--- src/rtl/ima_enc_pkg.sv ---
package ima_enc_pkg;

  localparam int unsigned MAX_BLOCK_BYTES_DEF = 4096;
  localparam int unsigned QUEUE_DEPTH_DEF     = 4;

  localparam int unsigned SAMPLE_W  = 16;
  localparam int unsigned SIZE_CFG_W = 13;
  localparam int unsigned IDX_W     = 7;
  localparam int unsigned STEP_W    = 15;
  localparam int unsigned HDR_BYTES = 4;
  localparam int unsigned MIN_BLOCK_BYTES = 8;

  localparam logic [SIZE_CFG_W-1:0] BLOCK_BYTES_RST = 13'd512;
  localparam logic [IDX_W-1:0]      STEP_IDX_MAX    = 7'd88;
  localparam logic [7:0]            HDR_PAD_BYTE    = 8'h00;

  // header beat positions
  localparam logic [1:0] BEAT_LO  = 2'd0;
  localparam logic [1:0] BEAT_HI  = 2'd1;
  localparam logic [1:0] BEAT_IDX = 2'd2;
  localparam logic [1:0] BEAT_PAD = 2'd3;

  localparam logic [STEP_W-1:0] STEP_TABLE [0:88] = '{
    15'd7,     15'd8,     15'd9,     15'd10,    15'd11,    15'd12,    15'd13,    15'd14,
    15'd16,    15'd17,    15'd19,    15'd21,    15'd23,    15'd25,    15'd28,    15'd31,
    15'd34,    15'd37,    15'd41,    15'd45,    15'd50,    15'd55,    15'd60,    15'd66,
    15'd73,    15'd80,    15'd88,    15'd97,    15'd107,   15'd118,   15'd130,   15'd143,
    15'd157,   15'd173,   15'd190,   15'd209,   15'd230,   15'd253,   15'd279,   15'd307,
    15'd337,   15'd371,   15'd408,   15'd449,   15'd494,   15'd544,   15'd598,   15'd658,
    15'd724,   15'd796,   15'd876,   15'd963,   15'd1060,  15'd1166,  15'd1282,  15'd1411,
    15'd1552,  15'd1707,  15'd1878,  15'd2066,  15'd2272,  15'd2499,  15'd2749,  15'd3024,
    15'd3327,  15'd3660,  15'd4026,  15'd4428,  15'd4871,  15'd5358,  15'd5894,  15'd6484,
    15'd7132,  15'd7845,  15'd8630,  15'd9493,  15'd10442, 15'd11487, 15'd12635, 15'd13899,
    15'd15289, 15'd16818, 15'd18500, 15'd20350, 15'd22385, 15'd24623, 15'd27086, 15'd29794,
    15'd32767
  };

  // one queued job: a header sample or a finished data byte
  typedef struct packed {
    logic                is_hdr;
    logic [SAMPLE_W-1:0] word;     // header: sample, data: byte in low bits
    logic [IDX_W-1:0]    step_index;
    logic                blk_end;
  } job_t;

  function automatic logic [STEP_W-1:0] step_of(input logic [IDX_W-1:0] idx);
    logic [IDX_W-1:0] idx_c;
    idx_c = (idx > STEP_IDX_MAX) ? STEP_IDX_MAX : idx;
    return STEP_TABLE[idx_c];
  endfunction

  function automatic logic signed [4:0] idx_adj(input logic [2:0] mag);
    logic signed [4:0] adj;
    case (mag)
      3'd4:    adj = 5'sd2;
      3'd5:    adj = 5'sd4;
      3'd6:    adj = 5'sd6;
      3'd7:    adj = 5'sd8;
      default: adj = -5'sd1;
    endcase
    return adj;
  endfunction

endpackage

--- src/rtl/ima_adpcm_block_encoder.sv ---
// path: a sample that completes a byte or opens a block is written into the job queue
//   and from the queue head loaded into the registered output stage
// throughput: one sample per cycle while the queue has room; a header sample needs
//   four output beats, data one beat per two samples, the job queue absorbs the burst
// reset: synchronous, active high; predictor, step index and block position clear,
//   block size returns to 512 bytes, queue and output stage empty
module ima_adpcm_block_encoder #(
  parameter int unsigned MAX_BLOCK_BYTES = ima_enc_pkg::MAX_BLOCK_BYTES_DEF,
  parameter int unsigned QUEUE_DEPTH     = ima_enc_pkg::QUEUE_DEPTH_DEF
) (
  input  logic                                    clk,
  input  logic                                    rst,
  // block size register write
  input  logic                                    cfg_valid,
  output logic                                    cfg_ready,
  input  logic [ima_enc_pkg::SIZE_CFG_W-1:0]      block_bytes,
  // pcm sample in
  input  logic                                    in_valid,
  output logic                                    in_ready,
  input  logic signed [ima_enc_pkg::SAMPLE_W-1:0] sample,
  // encoded byte stream out
  output logic                                    out_valid,
  input  logic                                    out_ready,
  output logic [7:0]                              out_byte,
  output logic                                    last_of_run,
  output logic                                    block_end
);

  logic [ima_enc_pkg::SIZE_CFG_W-1:0] blk_size;
  logic              q_full, push, pop, head_valid;
  ima_enc_pkg::job_t push_job, head;

  // register writes are always accepted
  assign cfg_ready = 1'b1;

  always_ff @(posedge clk) begin
    if (rst) begin
      blk_size <= ima_enc_pkg::BLOCK_BYTES_RST;
    end else if (cfg_valid && cfg_ready) begin
      blk_size <= block_bytes;
    end
  end

  // front: block position, header detection, quantize and rebuild, nibble pairing
  ima_enc_front #(
    .MAX_BLOCK_BYTES(MAX_BLOCK_BYTES)
  ) u_front (
    .clk      (clk),
    .rst      (rst),
    .blk_size (blk_size),
    .in_valid (in_valid),
    .in_ready (in_ready),
    .sample   (sample),
    .q_full   (q_full),
    .push     (push),
    .push_job (push_job)
  );

  // jobs waiting for the byte serializer
  ima_enc_queue #(
    .DEPTH(QUEUE_DEPTH)
  ) u_queue (
    .clk        (clk),
    .rst        (rst),
    .push       (push),
    .push_job   (push_job),
    .full       (q_full),
    .pop        (pop),
    .head_valid (head_valid),
    .head       (head)
  );

  // back: turns each job into one or four registered output beats
  ima_enc_back u_back (
    .clk         (clk),
    .rst         (rst),
    .head_valid  (head_valid),
    .head        (head),
    .pop         (pop),
    .out_valid   (out_valid),
    .out_ready   (out_ready),
    .out_byte    (out_byte),
    .last_of_run (last_of_run),
    .block_end   (block_end)
  );

endmodule

--- src/rtl/ima_enc_front.sv ---
module ima_enc_front #(
  parameter int unsigned MAX_BLOCK_BYTES = ima_enc_pkg::MAX_BLOCK_BYTES_DEF
) (
  input  logic                                   clk,
  input  logic                                   rst,
  input  logic [ima_enc_pkg::SIZE_CFG_W-1:0]     blk_size,
  input  logic                                   in_valid,
  output logic                                   in_ready,
  input  logic signed [ima_enc_pkg::SAMPLE_W-1:0] sample,
  input  logic                                   q_full,
  output logic                                   push,
  output ima_enc_pkg::job_t                      push_job
);

  localparam int unsigned CNT_W = $clog2(MAX_BLOCK_BYTES + 1);
  localparam int unsigned SZ_W  = (CNT_W > ima_enc_pkg::SIZE_CFG_W) ?
                                  CNT_W : ima_enc_pkg::SIZE_CFG_W;

  logic signed [15:0] predictor;
  logic [6:0]         step_index;
  logic [3:0]         held_nibble;
  logic               nibble_phase;
  logic [CNT_W-1:0]   byte_count;

  logic               accept, at_hdr;
  logic [16:0]        step, diff, mag, d1, d2, delta;
  logic               neg, b2, b1, b0;
  logic [3:0]         code;
  logic signed [17:0] pred_sum;
  logic signed [15:0] pred_next;
  logic signed [7:0]  idx_sum;
  logic [6:0]         idx_next;
  logic [SZ_W-1:0]    eff_size, size_ext, count_inc;
  logic               blk_end;

  assign in_ready = !q_full;
  assign accept   = in_valid && in_ready;
  assign at_hdr   = (byte_count == '0);

  // quantize against the current step, three compare steps, the first two with a subtract
  always_comb begin
    step  = 17'(ima_enc_pkg::step_of(step_index));
    diff  = {sample[15], sample} - {predictor[15], predictor};
    neg   = diff[16];
    mag   = neg ? (~diff + 17'd1) : diff;
    b2    = (mag >= step);
    d1    = b2 ? (mag - step) : mag;
    b1    = (d1 >= (step >> 1));
    d2    = b1 ? (d1 - (step >> 1)) : d1;
    b0    = (d2 >= (step >> 2));
    code  = {neg, b2, b1, b0};
    delta = (step >> 3) + (b2 ? step : 17'd0) + (b1 ? (step >> 1) : 17'd0)
          + (b0 ? (step >> 2) : 17'd0);
    pred_sum = neg ? ($signed({{2{predictor[15]}}, predictor}) - $signed({1'b0, delta}))
                   : ($signed({{2{predictor[15]}}, predictor}) + $signed({1'b0, delta}));
    if (pred_sum > 18'sd32767) begin
      pred_next = 16'sh7fff;
    end else if (pred_sum < -18'sd32768) begin
      pred_next = 16'sh8000;
    end else begin
      pred_next = pred_sum[15:0];
    end
    idx_sum = $signed({1'b0, step_index}) + 8'(ima_enc_pkg::idx_adj(code[2:0]));
    if (idx_sum < 8'sd0) begin
      idx_next = '0;
    end else if (idx_sum > $signed({1'b0, ima_enc_pkg::STEP_IDX_MAX})) begin
      idx_next = ima_enc_pkg::STEP_IDX_MAX;
    end else begin
      idx_next = idx_sum[6:0];
    end
  end

  // block size saturated to min..max
  always_comb begin
    size_ext  = SZ_W'(blk_size);
    eff_size  = size_ext;
    if (size_ext > SZ_W'(MAX_BLOCK_BYTES)) eff_size = SZ_W'(MAX_BLOCK_BYTES);
    if (eff_size < SZ_W'(ima_enc_pkg::MIN_BLOCK_BYTES)) begin
      eff_size = SZ_W'(ima_enc_pkg::MIN_BLOCK_BYTES);
    end
    count_inc = SZ_W'(byte_count) + SZ_W'(1);
    blk_end   = (count_inc >= eff_size);
  end

  always_comb begin
    push                = accept && (at_hdr || nibble_phase);
    push_job.is_hdr     = at_hdr;
    push_job.word       = at_hdr ? sample : {8'h00, code, held_nibble};
    push_job.step_index = step_index;
    push_job.blk_end    = !at_hdr && blk_end;
  end

  always_ff @(posedge clk) begin
    if (rst) begin
      predictor    <= '0;
      step_index   <= '0;
      held_nibble  <= '0;
      nibble_phase <= 1'b0;
      byte_count   <= '0;
    end else if (accept) begin
      if (at_hdr) begin
        predictor    <= sample;
        held_nibble  <= '0;
        nibble_phase <= 1'b0;
        byte_count   <= CNT_W'(ima_enc_pkg::HDR_BYTES);
      end else begin
        predictor  <= pred_next;
        step_index <= idx_next;
        if (!nibble_phase) begin
          held_nibble  <= code;
          nibble_phase <= 1'b1;
        end else begin
          held_nibble  <= '0;
          nibble_phase <= 1'b0;
          byte_count   <= blk_end ? '0 : count_inc[CNT_W-1:0];
        end
      end
    end
  end

endmodule

--- src/rtl/ima_enc_queue.sv ---
module ima_enc_queue #(
  parameter int unsigned DEPTH = ima_enc_pkg::QUEUE_DEPTH_DEF
) (
  input  logic              clk,
  input  logic              rst,
  input  logic              push,
  input  ima_enc_pkg::job_t push_job,
  output logic              full,
  input  logic              pop,
  output logic              head_valid,
  output ima_enc_pkg::job_t head
);

  localparam int unsigned PTR_W = (DEPTH > 1) ? $clog2(DEPTH) : 1;
  localparam int unsigned CNT_W = $clog2(DEPTH + 1);

  ima_enc_pkg::job_t slots [DEPTH];
  logic [PTR_W-1:0]  wr_ptr, rd_ptr;
  logic [CNT_W-1:0]  fill;
  logic              do_push, do_pop;

  assign full       = (fill == CNT_W'(DEPTH));
  assign head_valid = (fill != '0);
  assign head       = slots[rd_ptr];
  assign do_push    = push && !full;
  assign do_pop     = pop && head_valid;

  always_ff @(posedge clk) begin
    if (do_push) slots[wr_ptr] <= push_job;
  end

  always_ff @(posedge clk) begin
    if (rst) begin
      wr_ptr <= '0;
      rd_ptr <= '0;
      fill   <= '0;
    end else begin
      if (do_push) wr_ptr <= (wr_ptr == PTR_W'(DEPTH - 1)) ? '0 : wr_ptr + PTR_W'(1);
      if (do_pop)  rd_ptr <= (rd_ptr == PTR_W'(DEPTH - 1)) ? '0 : rd_ptr + PTR_W'(1);
      if (do_push && !do_pop)      fill <= fill + CNT_W'(1);
      else if (do_pop && !do_push) fill <= fill - CNT_W'(1);
    end
  end

endmodule

--- src/rtl/ima_enc_back.sv ---
module ima_enc_back (
  input  logic              clk,
  input  logic              rst,
  input  logic              head_valid,
  input  ima_enc_pkg::job_t head,
  output logic              pop,
  output logic              out_valid,
  input  logic              out_ready,
  output logic [7:0]        out_byte,
  output logic              last_of_run,
  output logic              block_end
);

  logic [1:0] beat;
  logic       load, hdr_done;
  logic [7:0] byte_sel;

  assign load     = head_valid && (!out_valid || out_ready);
  assign hdr_done = (beat == ima_enc_pkg::BEAT_PAD);
  assign pop      = load && (!head.is_hdr || hdr_done);

  always_comb begin
    if (head.is_hdr) begin
      case (beat)
        ima_enc_pkg::BEAT_LO:  byte_sel = head.word[7:0];
        ima_enc_pkg::BEAT_HI:  byte_sel = head.word[15:8];
        ima_enc_pkg::BEAT_IDX: byte_sel = {1'b0, head.step_index};
        default:               byte_sel = ima_enc_pkg::HDR_PAD_BYTE;
      endcase
    end else begin
      byte_sel = head.word[7:0];
    end
  end

  always_ff @(posedge clk) begin
    if (load) begin
      out_byte    <= byte_sel;
      last_of_run <= !head.is_hdr || hdr_done;
      block_end   <= !head.is_hdr && head.blk_end;
    end
  end

  always_ff @(posedge clk) begin
    if (rst) begin
      out_valid <= 1'b0;
      beat      <= ima_enc_pkg::BEAT_LO;
    end else begin
      if (load) out_valid <= 1'b1;
      else if (out_ready) out_valid <= 1'b0;
      if (load && head.is_hdr) begin
        beat <= hdr_done ? ima_enc_pkg::BEAT_LO : beat + 2'd1;
      end
    end
  end

  a_beat_in_hdr: assert property (@(posedge clk) disable iff (rst)
    (beat != ima_enc_pkg::BEAT_LO) |-> (head_valid && head.is_hdr))
    else $error("header beat count running without a header at the queue head");

  a_hdr_pop: assert property (@(posedge clk) disable iff (rst)
    (pop && head.is_hdr) |-> (beat == ima_enc_pkg::BEAT_PAD))
    else $error("header job released before its four beats");

  a_end_last: assert property (@(posedge clk) disable iff (rst)
    (out_valid && block_end) |-> last_of_run)
    else $error("block end flagged on a byte that does not close its sample");

endmodule
--- config.mk ---
export PLATFORM = sky130hd
export DESIGN_NAME = ima_adpcm_block_encoder
export DESIGN_NICKNAME = d
export VERILOG_FILES = /design/src/rtl/ima_enc_pkg.sv /design/src/rtl/ima_adpcm_block_encoder.sv /design/src/rtl/ima_enc_front.sv /design/src/rtl/ima_enc_queue.sv /design/src/rtl/ima_enc_back.sv
export SDC_FILE = /design/constraint.sdc
export NUM_CORES = 1
export LEC_CHECK = 0
export BUFFER_PORTS_ARGS = -buffer_cell sky130_fd_sc_hd__buf_2
export CORE_AREA = 2 2 190 192
export DETAILED_ROUTE_END_ITERATION = 7
export DIE_AREA = 0 0 192 194
export PLACE_DENSITY_LB_ADDON = 0.25
export RECOVER_POWER = 100
export SKIP_CTS_REPAIR_TIMING = 1
export SYNTH_ARGS = -nofsm -noshare
export SYNTH_HDL_FRONTEND = slang
export SYNTH_SLANG_ARGS = --single-unit
--- constraint.sdc ---
create_clock -name clk -period 28.6 [get_ports clk]
set_input_delay 4.29 -clock clk [delete_from_list [all_inputs] [get_ports clk]]
set_output_delay 4.29 -clock clk [all_outputs]
set_load 0.05 [all_outputs]
==> impl_metrics.toml, run 1 <==
[global_routing]
grt_pass1_wl_mm = 69.4
grt_pass1_vias = 12900
antenna_found_initial = 0
grtUsageTotal_pct = 23.5
grt_max_degree = 56
grt.overflow.total = 0

[worst_setup_path]
worstSetupPathType = "primary input to register"
worstSetupPathDepth = 70
r2r-start = "u_front.step_index[2]"
endpoint = "u_front.predictor[5]"
cp.arrival_ns = 24.77
start_kind = "primary input"
cp.buffers_inverters = 7
end_kind = "register"
cp-startpoint = "sample[0]"
cpMaxStageDelayCell = "a41oi_1"
crit_family = "compound AO/OA/AOI/OAI gates"
worst_ep_required_time_ns = 28.93
reg2reg_slack_ns = 7.66
cp_slowest_stage_delay_ns = 1.25
cp_max_fo = 33
rr_endpoint = "u_front.predictor[5]"
r2r_cells = 70

[clock_network]
numCtsBuffers = 17
clock-sinks = 176
cts_tree = "yes"
path_clk_slew_ns = 0.06
ctsLongestPathBuffers = 2
root_buffer = "clkbuf_16"
clk_latency_ns = 0.44
htreeDepth = 4

[logic_synthesis]
synth-seq-cells = 176
synth_area_um2 = 15700
yosys.cell_types.count = 85
synthSimpleGateAreaFrac_pct = 17.0
syn_inst = 1800
syn_avg_cell_area_um2 = 8.71
ys_async_sr_fraction_pct = 0
synth_top_family_by_area = "compound AO/OA/AOI/OAI gates"
synth_warnings = 0
yosysMostFrequentCell = "nor2_1"
synth_compound_area_share_pct = 21.9
ys_seq_area_share_pct = 29.5
synth_commonest_cells = "nor2_1, nand2_1, a21oi_1"
synth-xor-area-share_pct = 5.81
synth_top_area_cell = "edfxtp_1"
ys.flop_type = "edfxtp_1"
synth_fa_ha_area_share_pct = 15.5
synth_edf_count = 110
yosys-top-cells-area = "edfxtp_1, ha_1, dfxtp_1"
synth_top_area_share_pct = 21.1
synthMuxAreaShare_pct = 5.35
synth_nets = 2010

[cells_and_area]
nets = 2016
area_growth_pct = 7.55
fin_area_um2 = 16900
diodes = 0
drive_gt1_share_pct = 6.21

[floorplan]
die_h_um = 194
dieWidth_um = 192
coreArea_um2 = 35200
rows = 69
die-area_um2 = 37200
start_util_pct = 44.5
io-pin-count = 47

[placed_design]
place_hpwl_mm = 32.4
gp_congestion = 0.909
placed_cell_area_um2 = 16400
io_buffers = 45

[sta]
fin_skew_ns = 0.0132
finalMaxSlewViolations = 224
max_freq_mhz = 40.9
worst_pin_slew_ns = 2.99
setup_viol = 0
tns_ns = 0
slew_headroom_pct = -99.5
report.final.hold_viol_count = 0
rsz0062_at_grt = "no"
period_share_pct = 85.4
min_period_ns = 24.44

[route]
drtAntennaViolNets = 0
vias_per_cell = 6.04
drc = 0
drtPass1Iterations = 6
wire_per_inst_um = 19.3
vias = 13800
routed_wl_mm = 44.0
drt_iter0_drc = 1365

[run]
drv_cap = 9

[status]
violations = "max-capacitance violations, max-slew violations"
outcome = "finished, violations left"

[min_path]
hold_class = "register to register"
hold_start = "u_back.out_valid"
## flip-flops by register name (all words and copies together), names as in the netlist, 2 cells and up, named ones only
signal               cells
u_back.out_byte          8
u_front.byte_count      13
u_queue.slots          100
u_front.held_nibble      4
u_queue.fill             3
u_front.predictor       16
blk_size                13
u_queue.wr_ptr           2
u_back.beat              2
u_queue.rd_ptr           2
u_front.step_index       7
## placed cells by master, fill, tap and decap left out, types with 27 or more instances in the layout
master / n
ha_1: 145
a21oi_1: 155
xor2_1: 43
o21ai_0: 97
inv_1: 113
dfxtp_1: 65
nand3_1: 42
a21o_1: 39
nor2_1: 183
fa_1: 31
nor3_1: 35
a31oi_1: 27
clkbuf_1: 41
edfxtp_1: 110
xnor2_1: 61
nand2_1: 163
## worst min path at each step
stage	endpoint	slack (ns)	cells past startpoint
floorplan	u_front.held_nibble[0]	0.46	2
global placement	u_back.out_valid	0.45	2
detailed placement	u_back.out_valid	0.46	2
CTS	u_back.out_valid	0.47	2
global route	u_back.out_valid	0.50	2
finish	u_back.out_valid	0.47	2
## logic make-up after synthesis
family,Yosys count
AOI/OAI and AO/OA,521
adders and majority gates,176
other,1
DFF,176
xor gates and xnor gates,104
and+or+nand+nor,570
muxes,53
buffers and inverters,199
## per-layer routing
metal | vias up | global-route usage (%) | wire length, um
li1 | 6597 | - | -
met1 | 6593 | 31.9 | 19500
met2 | 484 | 38.3 | 20400
met3 | 98 | 3.29 | 2700
met4 | 0 | 8.20 | 1450
met5 | - | 0 | 0
## per-stage QoR
stage / utilization [%] / setup WS, ns / instances / hold slack [ns]
floorplan: - / 8.54 / 1800 / 0.463
global placement: 46.4 / 6.55 / 2248 / 0.454
detailed placement: 46.4 / 6.07 / 2248 / 0.462
CTS: 48.2 / 6.47 / 2280 / 0.472
global route: 47.9 / 2.45 / 2280 / 0.499
finish: 47.9 / 4.16 / 2280 / 0.469
## worst reg2reg max path, delay by kind of cell (launching register included)
family	cells	cell delay [ns]
DFF	1	0.33
AOI/OAI and AO/OA	34	8.39
adders and majority gates	9	3.34
muxes	1	0.55
xor gates and xnor gates	2	0.47
and+or+nand+nor	16	3.32
buffers and inverters	8	4.43
## layout make-up
| cell class | count | area [um^2] |
|---|---|---|
| sequential | 176 | 4630 |
| inverter | 114 | 428 |
| clock inverter | 14 | 200 |
| multi-input combinational | 1425 | 10300 |
| fill | 3394 | 18400 |
| timing repair buffer | 72 | 340 |
| clock buffer | 18 | 429 |
| tap | 461 | 577 |
Power of run 1 is not shown: default switching activity piles up to over one toggle a cycle in this logic, so the estimate is an artifact.
==> run 2: changes to the inputs <==
--- a/config.mk
+++ b/config.mk
@@ -5,10 +5,11 @@
 export SDC_FILE = /design/constraint.sdc
 export NUM_CORES = 1
 export LEC_CHECK = 0
+export ABC_AREA = 1
 export BUFFER_PORTS_ARGS = -buffer_cell sky130_fd_sc_hd__buf_2
-export CORE_AREA = 2 2 190 192
+export CORE_AREA = 2 2 189 191
 export DETAILED_ROUTE_END_ITERATION = 7
-export DIE_AREA = 0 0 192 194
+export DIE_AREA = 0 0 191 193
 export PLACE_DENSITY_LB_ADDON = 0.25
 export RECOVER_POWER = 100
 export SKIP_CTS_REPAIR_TIMING = 1
==> impl_metrics.toml, run 2 <==
[floorplan]
start_util_pct = 44.3
die_h_um = 193
rows = 69
coreArea_um2 = 35000
io-pin-count = 47
dieWidth_um = 191
die-area_um2 = 36900

[worst_setup_path]
path_common_cell = "nand2_1"
r2r-start = "u_front.step_index[2]"
worstSetupPathType = "primary input to register"
cp-startpoint = "sample[0]"
cp.arrival_ns = 22.45
end_kind = "register"
cp_slowest_stage_delay_ns = 1.66
start_kind = "primary input"
cpMaxStageDelayCell = "nor2_1"
worst_ep_required_time_ns = 28.94
cp_max_fo = 36

[cells_and_area]
fillers = 3520
layout_common_cells = "nand2_1, inv_1, nor2_1"
area_growth_pct = 7.63
final_util_pct = 47.7
final_common_cell = "nand2_1"
diodes = 0
drive_gt1_share_pct = 4.63
top_register = "u_queue.slots"
nets = 2377
largest_reg_flops = 100
reg_top3 = "u_queue.slots x100, u_front.predictor x16"

[clock_network]
path_clk_slew_ns = 0.07
clock-sinks = 176
cts_tree = "yes"
root_buffer = "clkbuf_16"
numCtsBuffers = 17
htreeDepth = 4
ctsLongestPathBuffers = 2
clk_latency_ns = 0.43

[route]
routed_wl_mm = 44.0
drtAntennaViolNets = 0
vias_per_cell = 5.43
drtPass1Iterations = 5
drt_iter0_drc = 1012
vias = 14300
drc = 0
wire_per_inst_um = 16.6

[logic_synthesis]
synth_commonest_cells = "nand2_1, inv_1, nor2_1"
synth-seq-cells = 176
syn_inst = 2144
synth_nets = 2354
syn_avg_cell_area_um2 = 7.23
yosys-top-cells-area = "edfxtp_1, ha_1, nand2_1"
synth_top_area_share_pct = 21.3
synth_area_um2 = 15500
yosys.cell_types.count = 55
synth_edf_count = 110
ys.flop_type = "edfxtp_1"
synth_top_area_cell = "edfxtp_1"
ys_async_sr_fraction_pct = 0
synth_warnings = 0
yosysMostFrequentCell = "nand2_1"
ys_seq_area_share_pct = 29.8

[min_path]
hold_class = "register to register"
hold_start = "u_front.held_nibble[2]"

[sta]
setup_viol = 0
min_period_ns = 22.10
fin_skew_ns = 0.0123
worst_pin_slew_ns = 2.52
finalMaxSlewViolations = 238
rsz0062_at_grt = "no"
max_freq_mhz = 45.2
finalWorstSetupSlack_ns = 6.50
report.final.hold_viol_count = 0
period_share_pct = 77.3
tns_ns = 0
slew_headroom_pct = -68.8

[global_routing]
antenna_found_initial = 0
grt.overflow.total = 0
grtUsageTotal_pct = 24.1
grt_pass1_wl_mm = 70.6
grt_pass1_vias = 13500
grt_max_degree = 56

[placed_design]
dpl_worst_slack_ns = 8.72
io_buffers = 45
place_hpwl_mm = 33.5
gp_congestion = 0.960

[status]
violations = "max-capacitance violations, max-slew violations"
outcome = "finished, violations left"

[run]
drv_cap = 7
[run 2: per-layer routing]
layer	vias up	share of wire [%]	global-route usage, %
met2	416	48	41.4
met5	-	0	0
li1	7168	-	-
met4	0	2.3	6.05
met1	6680	45	32.6
met3	71	5.4	2.44
[run 2: critical path: cells and delay by family]
family          cells  cell delay [ns]
xor+xnor            2             0.30
compound gates     21             4.15
buf+inv            11             1.79
simple gates       41             8.52
fa+ha+maj           9             3.37
[run 2: per-stage QoR]
stage | cell area, um^2 | cells | hold slack (ns)
2_1_floorplan | 15500 | 2144 | 0.445
3_3_place_gp | 16200 | 2609 | 0.452
3_5_place_dp | 16200 | 2609 | 0.458
4_1_cts | 16800 | 2641 | 0.470
5_1_grt | 16700 | 2641 | 0.483
6_report | 16700 | 2641 | 0.467
[run 2: final cells by class]
cell class                      count  area, um^2  share of cell area, %
Clock buffer                       21         483                   2.90
Inverter                          315        1180                   7.09
Clock inverter                     11        90.1                  0.540
Multi-Input combinational cell   1594        9410                   56.4
Tap cell                          461         577                   3.46
Sequential cell                   176        4620                   27.7
Timing Repair Buffer               63         315                   1.89
[run 2: path summary, 6_finish.rpt]
path / endpoint / slack (ns) / cells after the start
max: u_front.predictor[12] / 6.50 / 84
min: u_front.held_nibble[2] / 0.47 / 2
max reg2reg: u_front.predictor[12] / 9.37 / 84
min reg2reg: u_front.held_nibble[2] / 0.47 / 2
[run 2: kinds of logic after synthesis]
family | count (synthesis) | synth area share [%]
simple gates | 878 | 24.1
compound gates | 446 | 15.8
buf+inv | 374 | 9.23
fa+ha+maj | 176 | 15.7
flops | 176 | 29.8
xor+xnor | 93 | 5.26
other cells | 1 | 0.0242
Power of run 2 is left out for the same reason.
==> run 3: changes to the inputs <==
==> constraint.sdc (replaced) <==
create_clock -name clk -period 21.2 [get_ports clk]
set_input_delay 3.18 -clock clk [delete_from_list [all_inputs] [get_ports clk]]
set_output_delay 3.18 -clock clk [all_outputs]
set_load 0.05 [all_outputs]
==> impl_metrics.toml, run 3 (same netlist as run 2, synthesis figures left out) <==
[status]
outcome = "finished, violations left"
violations = "max-capacitance violations, max-slew violations"

[global_routing]
grt.overflow.total = 0
antenna_found_initial = 0
grt_max_degree = 56
grt_pass1_vias = 13800
grt_pass1_wl_mm = 70.9
grtUsageTotal_pct = 24.2

[worst_setup_path]
cpMaxStageDelayCell = "nor2_4"
path_common_cell = "nand2_1"
reg2reg_slack_ns = 3.93
start_kind = "primary input"
worst_ep_required_time_ns = 21.55
cp.arrival_ns = 19.29
cp_max_fo = 36
r2r_cells = 91
end_kind = "register"
cp_slowest_stage_delay_ns = 0.69
worstSetupPathType = "primary input to register"

[clock_network]
htreeDepth = 4
clock-sinks = 176
clk_latency_ns = 0.43
numCtsBuffers = 17
root_buffer = "clkbuf_16"
ctsLongestPathBuffers = 2
path_clk_slew_ns = 0.07
cts_tree = "yes"

[sta]
min_period_ns = 18.94
rsz0062_at_grt = "no"
period_share_pct = 89.3
setup_viol = 0
slew_headroom_pct = -70.9
tns_ns = 0
worst_pin_slew_ns = 2.55
finalMaxSlewViolations = 201
fin_hold_ws_ns = 0.465
report.final.hold_viol_count = 0
max_freq_mhz = 52.8
fin_skew_ns = 0.0200

[route]
drtAntennaViolNets = 0
routed_wl_mm = 43.8
vias_per_cell = 5.47
wire_per_inst_um = 16.6
drt_iter0_drc = 1161
vias = 14500
drtPass1Iterations = 8
drc = 0

[floorplan]
start_util_pct = 44.3
rows = 69
die-area_um2 = 36900
coreArea_um2 = 35000
dieWidth_um = 191
die_h_um = 193
io-pin-count = 47

[min_path]
hold_depth = 2
hold_class = "register to register"

[cells_and_area]
reg_top3 = "u_queue.slots x100, u_front.predictor x16"
largest_reg_flops = 100
top_register = "u_queue.slots"
area_growth_pct = 7.81
diodes = 0
drive_gt1_share_pct = 4.81
final_util_pct = 47.8
final_common_cell = "nand2_1"
layout_common_cells = "nand2_1, inv_1, nor2_1"
nets = 2378

[placed_design]
gp_congestion = 0.933
place_hpwl_mm = 33.5
io_buffers = 45

[run]
drv_cap = 6
## run 3: final timing paths
check / to / startpoint
min: u_front.held_nibble[0] / u_front.held_nibble[0]
max: u_front.predictor[13] / sample[0]
max reg2reg: u_front.predictor[13] / u_front.step_index[1]
min reg2reg: u_front.held_nibble[0] / u_front.held_nibble[0]
## run 3: stage by stage
step,worst slack [ns],instance area [um^2],cells
finish,2.26,16700,2642
global placement,2.68,16200,2610
detailed placement,2.37,16200,2610
CTS,2.79,16800,2642
global route,0.511,16700,2642
floorplan,5.41,15500,2144
## run 3: area by class of cell
| type | instances | area, um^2 |
|---|---|---|
| inverter | 315 | 1180 |
| timing repair buffer | 64 | 315 |
| sequential | 176 | 4620 |
| clock buffer | 20 | 468 |
| clock inverter | 12 | 111 |
| tap | 461 | 577 |
| fill | 3505 | 18300 |
| multi-input combinational | 1594 | 9430 |
## run 3: worst max-delay path, delay by kind of cell
kind,cells,cell delay (ns)
simple gates,42,6.81
compound gates,20,3.58
fa+ha+maj,10,3.52
buf+inv,12,1.62
xor+xnor,3,0.50
## run 3: metal layers
layer	GRT usage [%]	vias to the layer above	share of wire, %
li1	-	7168	-
met1	32.3	6771	45
met2	41.5	445	47
met3	2.26	79	5.1
met4	7.33	0	2.5
met5	0	-	0
Power of run 3 is left out for the same reason.
